--- config.mk ---
export PLATFORM = sky130hd
export DESIGN_NAME = device_string_to_utf8
export DESIGN_NICKNAME = d
export VERILOG_FILES = /design/src/rtl/core/dstu_pkg.sv /design/src/rtl/core/dstu_parse.sv /design/src/rtl/core/dstu_obuf.sv /design/src/rtl/core/device_string_to_utf8.sv
export SDC_FILE = /design/constraint.sdc
export NUM_CORES = 1
export LEC_CHECK = 0
export BUFFER_PORTS_ARGS = -buffer_cell sky130_fd_sc_hd__clkbuf_2
export CORE_MARGIN = 8
export CORE_UTILIZATION = 60
export DETAILED_ROUTE_END_ITERATION = 10
export PLACE_DENSITY = 0.81
export RECOVER_POWER = 50
export SLEW_MARGIN = 5
export SYNTH_ARGS = -nofsm -noshare
export SYNTH_HDL_FRONTEND = slang
export SYNTH_HIERARCHICAL = 1
export SYNTH_SLANG_ARGS = --single-unit
--- constraint.sdc ---
create_clock -name clk -period 3.53 [get_ports clk]
set_clock_uncertainty 0.15 [all_clocks]
set_input_delay 0.1765 -clock clk [delete_from_list [all_inputs] [get_ports clk]]
set_output_delay 0.1765 -clock clk [all_outputs]
set_load 0.01 [all_outputs]
--- src/rtl/core/dstu_pkg.sv ---
// Shared types, constants and helpers for the string-field to UTF-8 decoder.
package dstu_pkg;

    // Header codes of the tagged string field
    localparam logic [7:0] HDR_LONG_ASCII = 8'h40;
    localparam logic [7:0] HDR_LONG_UTF16 = 8'h90;

    // Long header length counts its own four bytes
    localparam logic [15:0] LONG_HDR_LEN = 16'd4;

    // UTF-8 encoding limits and lead/continuation marks
    localparam logic [15:0] UTF8_ONE_LIMIT = 16'h0080;
    localparam logic [15:0] UTF8_TWO_LIMIT = 16'h0800;
    localparam logic [7:0]  UTF8_LEAD2     = 8'hC0;
    localparam logic [7:0]  UTF8_LEAD3     = 8'hE0;
    localparam logic [7:0]  UTF8_CONT      = 8'h80;
    localparam logic [7:0]  UTF8_CONT_MASK = 8'h3F;

    // Most results one input byte can cause
    localparam int unsigned MAX_RESULTS = 3;

    // One input request
    typedef struct packed {
        logic [7:0] data_byte;
        logic       string_start;
        logic       region_end;
    } in_t;

    // One output request
    typedef struct packed {
        logic [7:0] out_byte;
        logic       has_byte;
        logic       end_of_string;
        logic       error_flag;
    } out_t;

    // Results of one input byte, handed from the parser to the output buffer
    typedef struct packed {
        logic [1:0]                 count;
        out_t [MAX_RESULTS-1:0]     res;
    } grp_t;

    // End marker with no text byte
    function automatic out_t close_res(input logic err);
        out_t r;
        r.out_byte      = 8'h00;
        r.has_byte      = 1'b0;
        r.end_of_string = 1'b1;
        r.error_flag    = err;
        return r;
    endfunction

    // Text byte, optionally the last of its string
    function automatic out_t text_res(input logic [7:0] b, input logic last);
        out_t r;
        r.out_byte      = b;
        r.has_byte      = 1'b1;
        r.end_of_string = last;
        r.error_flag    = 1'b0;
        return r;
    endfunction

endpackage

--- src/rtl/core/dstu_parse.sv ---
// Header/body parser: holds the string state and decodes one byte into its results.
module dstu_parse (
    input  logic          clk,
    input  logic          rst_n,
    input  logic          accept,
    input  dstu_pkg::in_t item,
    output dstu_pkg::grp_t grp
);
    import dstu_pkg::*;

    typedef enum logic [2:0] {
        PH_IDLE  = 3'd0,
        PH_LHDR  = 3'd1,
        PH_ABODY = 3'd2,
        PH_ULOW  = 3'd3,
        PH_UHIGH = 3'd4
    } phase_t;

    typedef enum logic [1:0] {
        KIND_SHORT  = 2'd0,
        KIND_LASCII = 2'd1,
        KIND_UTF16  = 2'd2
    } kind_t;

    phase_t      phase_reg, phase_next;
    kind_t       kind_reg, kind_next;
    logic [1:0]  hpos_reg, hpos_next;
    logic [15:0] brem_reg, brem_next;
    logic [7:0]  low_reg, low_next;

    out_t [MAX_RESULTS-1:0] res;
    logic [1:0]  n;
    logic [15:0] unit;
    logic [15:0] long_len;
    logic [15:0] long_body;
    logic [15:0] brem_dec;
    logic [6:0]  short_len;
    logic        last;

    assign unit      = {item.data_byte, low_reg};
    assign long_len  = unit;
    assign long_body = long_len - LONG_HDR_LEN;
    assign brem_dec  = brem_reg - 16'd1;
    assign short_len = item.data_byte[7:1];

    // Decode one byte against the current state
    always_comb
    begin
        phase_next = phase_reg;
        kind_next  = kind_reg;
        hpos_next  = hpos_reg;
        brem_next  = brem_reg;
        low_next   = low_reg;
        res        = '0;
        n          = 2'd0;
        last       = 1'b0;

        if (item.string_start)
        begin
            // an open string is closed as cut short first
            if (phase_reg != PH_IDLE)
            begin
                res[n] = close_res(kind_reg != KIND_UTF16);
                n      = n + 2'd1;
            end
            phase_next = PH_IDLE;
            hpos_next  = 2'd0;
            if (item.data_byte == HDR_LONG_ASCII || item.data_byte == HDR_LONG_UTF16)
            begin
                kind_next  = (item.data_byte == HDR_LONG_ASCII) ? KIND_LASCII : KIND_UTF16;
                phase_next = PH_LHDR;
                hpos_next  = 2'd1;
                if (item.region_end)
                begin
                    res[n]     = close_res(kind_next != KIND_UTF16);
                    n          = n + 2'd1;
                    phase_next = PH_IDLE;
                end
            end
            else
            begin
                kind_next = KIND_SHORT;
                if (short_len == 7'd0)
                begin
                    res[n] = close_res(1'b1);
                    n      = n + 2'd1;
                end
                else if (short_len == 7'd1)
                begin
                    res[n] = close_res(1'b0);
                    n      = n + 2'd1;
                end
                else if (item.region_end)
                begin
                    res[n] = close_res(1'b1);
                    n      = n + 2'd1;
                end
                else
                begin
                    brem_next  = {9'd0, short_len - 7'd1};
                    phase_next = PH_ABODY;
                end
            end
        end
        else
        begin
            unique case (phase_reg)
                PH_LHDR:
                begin
                    if (hpos_reg == 2'd1)
                    begin
                        low_next  = item.data_byte;
                        hpos_next = 2'd2;
                        if (item.region_end)
                        begin
                            res[n]     = close_res(kind_reg != KIND_UTF16);
                            n          = n + 2'd1;
                            phase_next = PH_IDLE;
                        end
                    end
                    else if (hpos_reg == 2'd2)
                    begin
                        if (long_len < LONG_HDR_LEN)
                        begin
                            res[n]     = close_res(kind_reg != KIND_UTF16);
                            n          = n + 2'd1;
                            phase_next = PH_IDLE;
                        end
                        else
                        begin
                            // UTF-16 body holds whole code units only
                            brem_next = (kind_reg == KIND_UTF16) ?
                                        {long_body[15:1], 1'b0} : long_body;
                            hpos_next = 2'd3;
                            if (item.region_end)
                            begin
                                res[n]     = close_res(kind_reg != KIND_UTF16);
                                n          = n + 2'd1;
                                phase_next = PH_IDLE;
                            end
                        end
                    end
                    else
                    begin
                        // pad byte
                        if (brem_reg == 16'd0)
                        begin
                            res[n]     = close_res(1'b0);
                            n          = n + 2'd1;
                            phase_next = PH_IDLE;
                        end
                        else if (item.region_end)
                        begin
                            res[n]     = close_res(kind_reg != KIND_UTF16);
                            n          = n + 2'd1;
                            phase_next = PH_IDLE;
                        end
                        else
                        begin
                            phase_next = (kind_reg == KIND_UTF16) ? PH_ULOW : PH_ABODY;
                        end
                    end
                end

                PH_ABODY:
                begin
                    brem_next = brem_dec;
                    if (brem_dec == 16'd0)
                    begin
                        res[n]     = text_res(item.data_byte, 1'b1);
                        n          = n + 2'd1;
                        phase_next = PH_IDLE;
                    end
                    else
                    begin
                        res[n] = text_res(item.data_byte, 1'b0);
                        n      = n + 2'd1;
                        if (item.region_end)
                        begin
                            res[n]     = close_res(kind_reg != KIND_UTF16);
                            n          = n + 2'd1;
                            phase_next = PH_IDLE;
                        end
                    end
                end

                PH_ULOW:
                begin
                    low_next   = item.data_byte;
                    brem_next  = brem_dec;
                    phase_next = PH_UHIGH;
                    if (item.region_end)
                    begin
                        res[n]     = close_res(kind_reg != KIND_UTF16);
                        n          = n + 2'd1;
                        phase_next = PH_IDLE;
                    end
                end

                PH_UHIGH:
                begin
                    brem_next = brem_dec;
                    if (unit == 16'd0)
                    begin
                        // zero unit ends the string early
                        res[n]     = close_res(1'b0);
                        n          = n + 2'd1;
                        phase_next = PH_IDLE;
                    end
                    else
                    begin
                        last = (brem_dec == 16'd0) || item.region_end;
                        if (unit < UTF8_ONE_LIMIT)
                        begin
                            res[n] = text_res(unit[7:0], last);
                            n      = n + 2'd1;
                        end
                        else if (unit < UTF8_TWO_LIMIT)
                        begin
                            res[n] = text_res(UTF8_LEAD2 | {3'd0, unit[10:6]}, 1'b0);
                            n      = n + 2'd1;
                            res[n] = text_res(UTF8_CONT | ({2'd0, unit[5:0]} & UTF8_CONT_MASK),
                                              last);
                            n      = n + 2'd1;
                        end
                        else
                        begin
                            res[n] = text_res(UTF8_LEAD3 | {4'd0, unit[15:12]}, 1'b0);
                            n      = n + 2'd1;
                            res[n] = text_res(UTF8_CONT | {2'd0, unit[11:6]}, 1'b0);
                            n      = n + 2'd1;
                            res[n] = text_res(UTF8_CONT | ({2'd0, unit[5:0]} & UTF8_CONT_MASK),
                                              last);
                            n      = n + 2'd1;
                        end
                        phase_next = last ? PH_IDLE : PH_ULOW;
                    end
                end

                default:
                begin
                    phase_next = PH_IDLE;
                end
            endcase
        end
    end

    assign grp.count = n;
    assign grp.res   = res;

    // String state, updated per accepted byte
    always_ff @(posedge clk or negedge rst_n)
    begin
        if (!rst_n)
        begin
            phase_reg <= PH_IDLE;
            kind_reg  <= KIND_SHORT;
            hpos_reg  <= 2'd0;
            brem_reg  <= 16'd0;
            low_reg   <= 8'd0;
        end
        else if (accept)
        begin
            phase_reg <= phase_next;
            kind_reg  <= kind_next;
            hpos_reg  <= hpos_next;
            brem_reg  <= brem_next;
            low_reg   <= low_next;
        end
    end

endmodule

--- src/rtl/core/dstu_obuf.sv ---
// Result buffer: holds the results of one byte and drains them one per cycle while out_ready is high.
module dstu_obuf (
    input  logic           clk,
    input  logic           rst_n,
    input  logic           load,
    input  dstu_pkg::grp_t grp,
    output logic           room,
    output logic           out_valid,
    input  logic           out_ready,
    output dstu_pkg::out_t out_item
);
    import dstu_pkg::*;

    out_t [MAX_RESULTS-1:0] slot_reg;
    logic [1:0]             cnt_reg;
    logic                   pop;

    assign out_valid = (cnt_reg != 2'd0);
    assign out_item  = slot_reg[0];
    assign pop       = out_valid && out_ready;
    // new group may enter as the last held result leaves
    assign room      = (cnt_reg == 2'd0) || (cnt_reg == 2'd1 && pop);

    // Occupancy count
    always_ff @(posedge clk or negedge rst_n)
    begin
        if (!rst_n)
        begin
            cnt_reg <= 2'd0;
        end
        else if (load)
        begin
            cnt_reg <= grp.count;
        end
        else if (pop)
        begin
            cnt_reg <= cnt_reg - 2'd1;
        end
    end

    // Result slots, shifted toward slot 0 on each pop
    always_ff @(posedge clk)
    begin
        if (load)
        begin
            slot_reg <= grp.res;
        end
        else if (pop)
        begin
            slot_reg <= {out_t'('0), slot_reg[MAX_RESULTS-1:1]};
        end
    end

endmodule

--- src/rtl/core/device_string_to_utf8.sv ---
// Top level of the tagged string field to UTF-8 decoder.
//
// Usage:
//   Input channel (in_valid/in_ready/in_item) takes one raw byte of a tagged
//   string field per request, with string_start on the header byte and
//   region_end on the last byte of the data region.
//   Output channel (out_valid/out_ready/out_item) gives one result per
//   request: a UTF-8 or ASCII byte, or an end marker, with end_of_string and
//   error_flag. A set error_flag tells the consumer to drop the string.
// Timing: the first result of a byte shows on out_valid in the cycle after the byte is taken.
// Flow: the parser handles one byte per cycle while in_ready is high; the
//   result buffer holds the up to three results of one byte and sends one per
//   cycle while out_ready is high. A byte that makes several results holds off
//   the next byte until its last result leaves the buffer, so a UTF-16 string
//   of 3-byte characters runs slower than ASCII text.
// Reset: clears the parser to idle and empties the result buffer.
// Stall: while out_ready is low the held results stay put and in_ready drops
//   once the buffer cannot take the results of the next byte.
module device_string_to_utf8 (
    input  logic           clk,
    input  logic           rst_n,
    input  logic           in_valid,
    output logic           in_ready,
    input  dstu_pkg::in_t  in_item,
    output logic           out_valid,
    input  logic           out_ready,
    output dstu_pkg::out_t out_item
);
    import dstu_pkg::*;

    grp_t grp;
    logic accept;

    assign accept = in_valid && in_ready;

    dstu_parse u_parse (
        .clk    (clk),
        .rst_n  (rst_n),
        .accept (accept),
        .item   (in_item),
        .grp    (grp)
    );

    dstu_obuf u_obuf (
        .clk       (clk),
        .rst_n     (rst_n),
        .load      (accept),
        .grp       (grp),
        .room      (in_ready),
        .out_valid (out_valid),
        .out_ready (out_ready),
        .out_item  (out_item)
    );

endmodule
=== Word level (Yosys, flattened, before mapping) ===
Cells that the tools add are included.

* Reduce and logical (&&, ||, !) cells: 24
* Order comparisons: 5
* $add $sub $neg: 5
* Equality and inequality tests: 22
* Mux-type cells: 87
* Bitwise logic cells: 7

{| class="wikitable"
|+ Operators by type and width
! kind !! count
|-
| $mux 33 || 8
|-
| $mux 16 || 8
|-
| $mux 11 || 10
|-
| $mux 2 || 29
|-
| $logic_not 16->1 || 3
|-
| $mux 22 || 2
|-
| $pmux 11 s4 || 1
|-
| $mux 3 || 13
|-
| $bwmux 33 || 1
|-
| $pmux 16 s2 || 1
|-
| $and 10x30->30 || 1
|-
| $not 30->30 || 1
|-
| $and 9x27->27 || 1
|-
| $not 27->27 || 1
|-
| $demux 11 s2 || 1
|-
| $pmux 11 s2 || 1
|-
| $mux 20 || 1
|-
| $lt 16x12->1 const B || 1
|-
| $lt 16x3->1 const B || 1
|-
| $lt 16x8->1 const B || 1
|-
| $pmux 8 s2 || 1
|-
| $sub 16x1->16 const B || 1
|-
| $sub 16x3->16 const B || 1
|-
| $ne 2x2->1 const B || 6
|-
| 33 further kinds || 55
|}

* Bits of input ports: 14
* Output and inout bits: 13
* Register bits: 66

=== Logic depth before layout (Yosys ltp) ===
* Depth after elaboration: 15
* Gate-level depth with buffers: 12
* Gate-level depth less buffers: 11

=== Cells and area by module ===
The synthesis kept the hierarchy.

{| class="wikitable"
|+ By module, submodules not included
! module !! cells each !! seq. area each (µm²) !! area each (µm²) !! times used
|-
| dstu_parse || 451 || 775.7 || 3,145.5 || 1
|-
| dstu_obuf || 99 || 1,041.0 || 1,602.8 || 1
|-
| device_string_to_utf8 || 1 || 0.0 || 6.3 || 1
|}

=== Least setup slack after synthesis ===
Ideal clock, no wire load.

* Path kind: flip-flop to flip-flop
* From: register u_parse.brem_reg[0]
* To: register u_obuf/slot_reg[12] (netlist bit), data pin
* Slack: 0.452 ns
* Cell stages (with the launch flop): 12
* Arrival time: 2.668 ns
* Clock period less this slack: 3.078 ns
* Cell sequence: dfrtp_1 inv_1 ha_1 or4b_1 nor4_2 nand2_1 xor2_1 and4_4 buf_6 o21a_1 a21o_1 mux2_4

{| class="wikitable"
|+ RTL lines
! item !! line !! text
|-
| start: declaration || dstu_parse.sv:28 || <nowiki>logic [15:0] brem_reg, brem_next;</nowiki>
|-
| start signal: assignment || dstu_parse.sv:267 || <nowiki>brem_reg <= brem_next;</nowiki>
|-
| end signal: assignment || dstu_obuf.sv:46 || <nowiki>slot_reg <= grp.res;</nowiki>
|-
| end signal: assignment || dstu_obuf.sv:50 || <nowiki>slot_reg <= {out_t'('0), slot_reg[MAX_RESULTS-1:1]};</nowiki>
|-
| end: declaration || dstu_obuf.sv:14 || <nowiki>out_t [MAX_RESULTS-1:0] slot_reg;</nowiki>
|}

==> impl_metrics.py <==
metrics = {
    "run_status": {
        "outcome": "finished with violations",
        "violations": "capacitance limit, slew limit",
    },
    "synthesis": {
        "yosysSeqAreaShare_pct": 38.2,
        "synth_area_sq_um": 4750,
        "syn_inst": 551,
        "synth_warnings": 6,
        "synth-main-ff-cell": "edfxtp_1",
        "avgSynthCellArea_sq_um": 8.63,
        "async_flop_share_pct": 50.0,
        "synth_edf_count": 33,
        "synth.distinct_cells": 67,
        "synth_seq_cells": 66,
    },
    "drt": {
        "drt-total-wl_mm": 12.1,
        "drtPass1Iterations": 5,
        "drtIter0Drc": 369,
        "ant_nets": 0,
        "num_vias": 4214,
        "wl_per_cell_um": 18.5,
        "drcViolationCount": 0,
        "viasPerCell": 6.45,
    },
    "sta": {
        "period_needed_ns": 3.30,
        "relSlewSlack_pct": -27.1,
        "setup-tns-final_ns": 0,
        "finalCritPeriodShare_pct": 93.6,
        "hold_viol": 0,
        "maxSlewViolCount": 34,
        "finalSetupViolCount": 0,
        "rsz0062_at_grt": "no",
        "fin_hold_ws_ns": 0.0806,
        "worst_slew_pin_slew_ns": 1.91,
        "max_freq_mhz": 303,
    },
    "setup_path": {
        "arrival_ns": 3.34,
        "startpoint_type": "flip-flop",
        "slowest_delay_ns": 0.56,
        "rr_endpoint": "u_obuf/cnt_reg[1]",
        "worst-path-max-fanout": 8,
        "cp_top_family": "simple AND/OR/NAND/NOR gates",
        "crit_top_cell": "nand2_1",
        "reg2reg_slack_ns": 0.23,
        "r2r_cells": 11,
        "r2r_start": "u_parse/brem_reg[0]",
        "path_buf_inv": 1,
        "cp_cell_sequence": "inv_1, ha_1, or4b_1, nor4_2, nand2_1, xor2_1, and4_4, nor2_1, a311o_1, nand2_1, o311ai_1",
        "slowest_stage": "or4b_1",
        "cp-end-kind": "flip-flop",
        "critical_path_class": "flip-flop to flip-flop",
        "crit_required_ns": 3.56,
    },
    "clock_tree": {
        "cts_root_buf": "clkbuf_8",
        "cts.htree.levels": 3,
        "cts_buffer_depth": 2,
        "cts_num_sinks": 66,
        "tritoncts": "done",
        "clk_pin_slew_ns": 0.07,
        "insertion_delay_ns": 0.35,
        "cts_setup_buffers": 0,
        "cts-buffers-inserted": 9,
    },
    "power": {
        "power_leakage_uw": 0.00204,
        "power.density_nw_per_um2": 817,
        "vdd_ir_drop_max_uv": 448,
    },
    "placement": {
        "place.port_buffers": 26,
        "dpl-instance-area_sq_um": 4800,
        "gp_congestion": 0.936,
        "place_hpwl_mm": 8.25,
    },
    "grt": {
        "grt_first_pass_wirelength_mm": 19.9,
        "grt_max_degree": 53,
        "antenna_found_initial": 0,
        "grt_pass1_vias": 3982,
        "grt_usage_pct": 21.9,
        "overflow": 0,
    },
    "layout": {
        "largest_reg_flops": 22,
        "drive_gt1_share_pct": 13.2,
        "regArea_sq_um": 1820,
        "final_nets": 570,
        "multi_input_area_sq_um": 2580,
        "final_util_pct": 65.0,
        "area_growth_pct": 5.08,
        "stdcell_area_sq_um": 5000,
        "n_antenna_cell": 0,
        "nFillCells": 644,
    },
    "floorplanning": {
        "fp.dieW_um": 105,
        "fp-row-count": 32,
        "die_area_sq_um": 11000,
        "die_h_um": 105,
        "ios": 27,
        "initial_core_util_pct": 61.8,
        "core_area_sq_um": 7690,
    },
    "worst_hold_path": {
        "holdCritPathClass": "input pin to flip-flop",
        "whs_path_depth": 3,
        "hold_path_end": "u_obuf/cnt_reg[0]",
        "hp-start": "out_ready",
    },
    "flow_run": {
        "maxCapViolations": 1,
    },
}
## cells by family after synthesis
kind of cell	Yosys count	synth area share, %
AO/OA/AOI/OAI	121	15.9
AND/OR/NAND/NOR	227	23.9
buffers and inverters	73	7.55
XOR/XNOR	24	4.42
other	1	0.0789
flip-flops	66	38.2
multiplexers	29	7.32
adder cells (fa/ha/maj)	10	2.63
## cell type report
type,instances,area share [%]
well taps,102,2.55
repair buffers,35,3.61
clock buffers,10,2.55
flip-flops and latches,66,36.4
clock inverters,6,1.83
inverters,20,1.50
multi-input cells,414,51.6
## worst max path at each step
stage | start | endpoint | slack (ns) | depth (start not counted)
after floorplan | u_parse/brem_reg[0] | u_obuf/slot_reg[12] | 0.45 | 11
after detailed placement | u_parse/brem_reg[0] | u_obuf/slot_reg[11] | 0.29 | 10
after CTS | u_parse/brem_reg[0] | u_obuf/slot_reg[11] | 0.26 | 10
after global routing | u_parse/brem_reg[0] | u_obuf/cnt_reg[1] | 0.03 | 11
final | u_parse/brem_reg[0] | u_obuf/cnt_reg[1] | 0.23 | 11
after global placement | u_parse/brem_reg[0] | u_obuf/slot_reg[11] | 0.37 | 10
## synthesized netlist by cell type (4+ instances only)
cell type	number	area (sq um)
xor2_1	10	87.6
nand2_1	66	248
xnor2_1	14	123
ha_1	10	125
and2_1	18	113
o21ai_0	38	190
buf_2	5	25.0
buf_4	17	128
a211oi_1	6	45.0
inv_1	20	75.1
nand3_1	9	45.0
edfxtp_1	33	991
nor3_1	20	100
or3_1	4	25.0
clkbuf_1	27	101
mux2_2	22	248
nand2b_1	7	43.8
nor3b_1	4	30.0
dfrtp_1	33	826
mux2_4	6	90.1
nor4_1	11	68.8
a21o_1	5	37.5
a21oi_1	37	185
nor2_1	59	221
## worst reg2reg max path, delay by kind of cell (launching register included)
| family | cells | cell delay, ns |
|---|---|---|
| simple gates | 6 | 1.51 |
| compound gates | 2 | 0.48 |
| fa+ha+maj | 1 | 0.28 |
| xor+xnor | 1 | 0.14 |
| buf+inv | 1 | 0.13 |
| flops | 1 | 0.47 |
## where the power goes
part,leakage [uW],total (uW),internal (uW),switching (uW)
Sequential,0.000755,1550,1220,327
Clock,0.000110,714,400,314
Combinational,0.00118,1820,732,1090
Total,0.00204,4080,2350,1730
## layer usage
layer,wire [um],GRT usage [%],up-vias
li1,-,-,1922
met1,5110,28.7,2020
met2,5650,34.5,248
met3,1060,4.05,24
met4,252,10.1,0
met5,0,0,-
## cell usage in the layout, fill, tap and decap left out, drive strengths merged, types with 10 or more instances in the layout
cell type  count
xnor2         14
and2          18
nor2          59
edfxtp        33
nor4          12
a21oi         37
nor3          21
xor2          10
mux2          28
nand2         66
ha            10
dfrtp         33
inv           20
o21ai         38
clkbuf        37
## through the flow
step / instances / setup WS [ns] / total power (uW)
after floorplan: 553 / 0.452 / 2970
after global placement: 636 / 0.372 / 3310
after detailed placement: 636 / 0.290 / 3380
after CTS: 653 / 0.261 / 4110
after global routing: 653 / 0.0274 / 4360
final: 653 / 0.226 / 4080
## timing repair
item	in CTS	in global routing
gates resized for setup	0	0
hold buffers	1	0
endpoints found under the hold margin	33	0
Power figures use the tool's default switching activity.
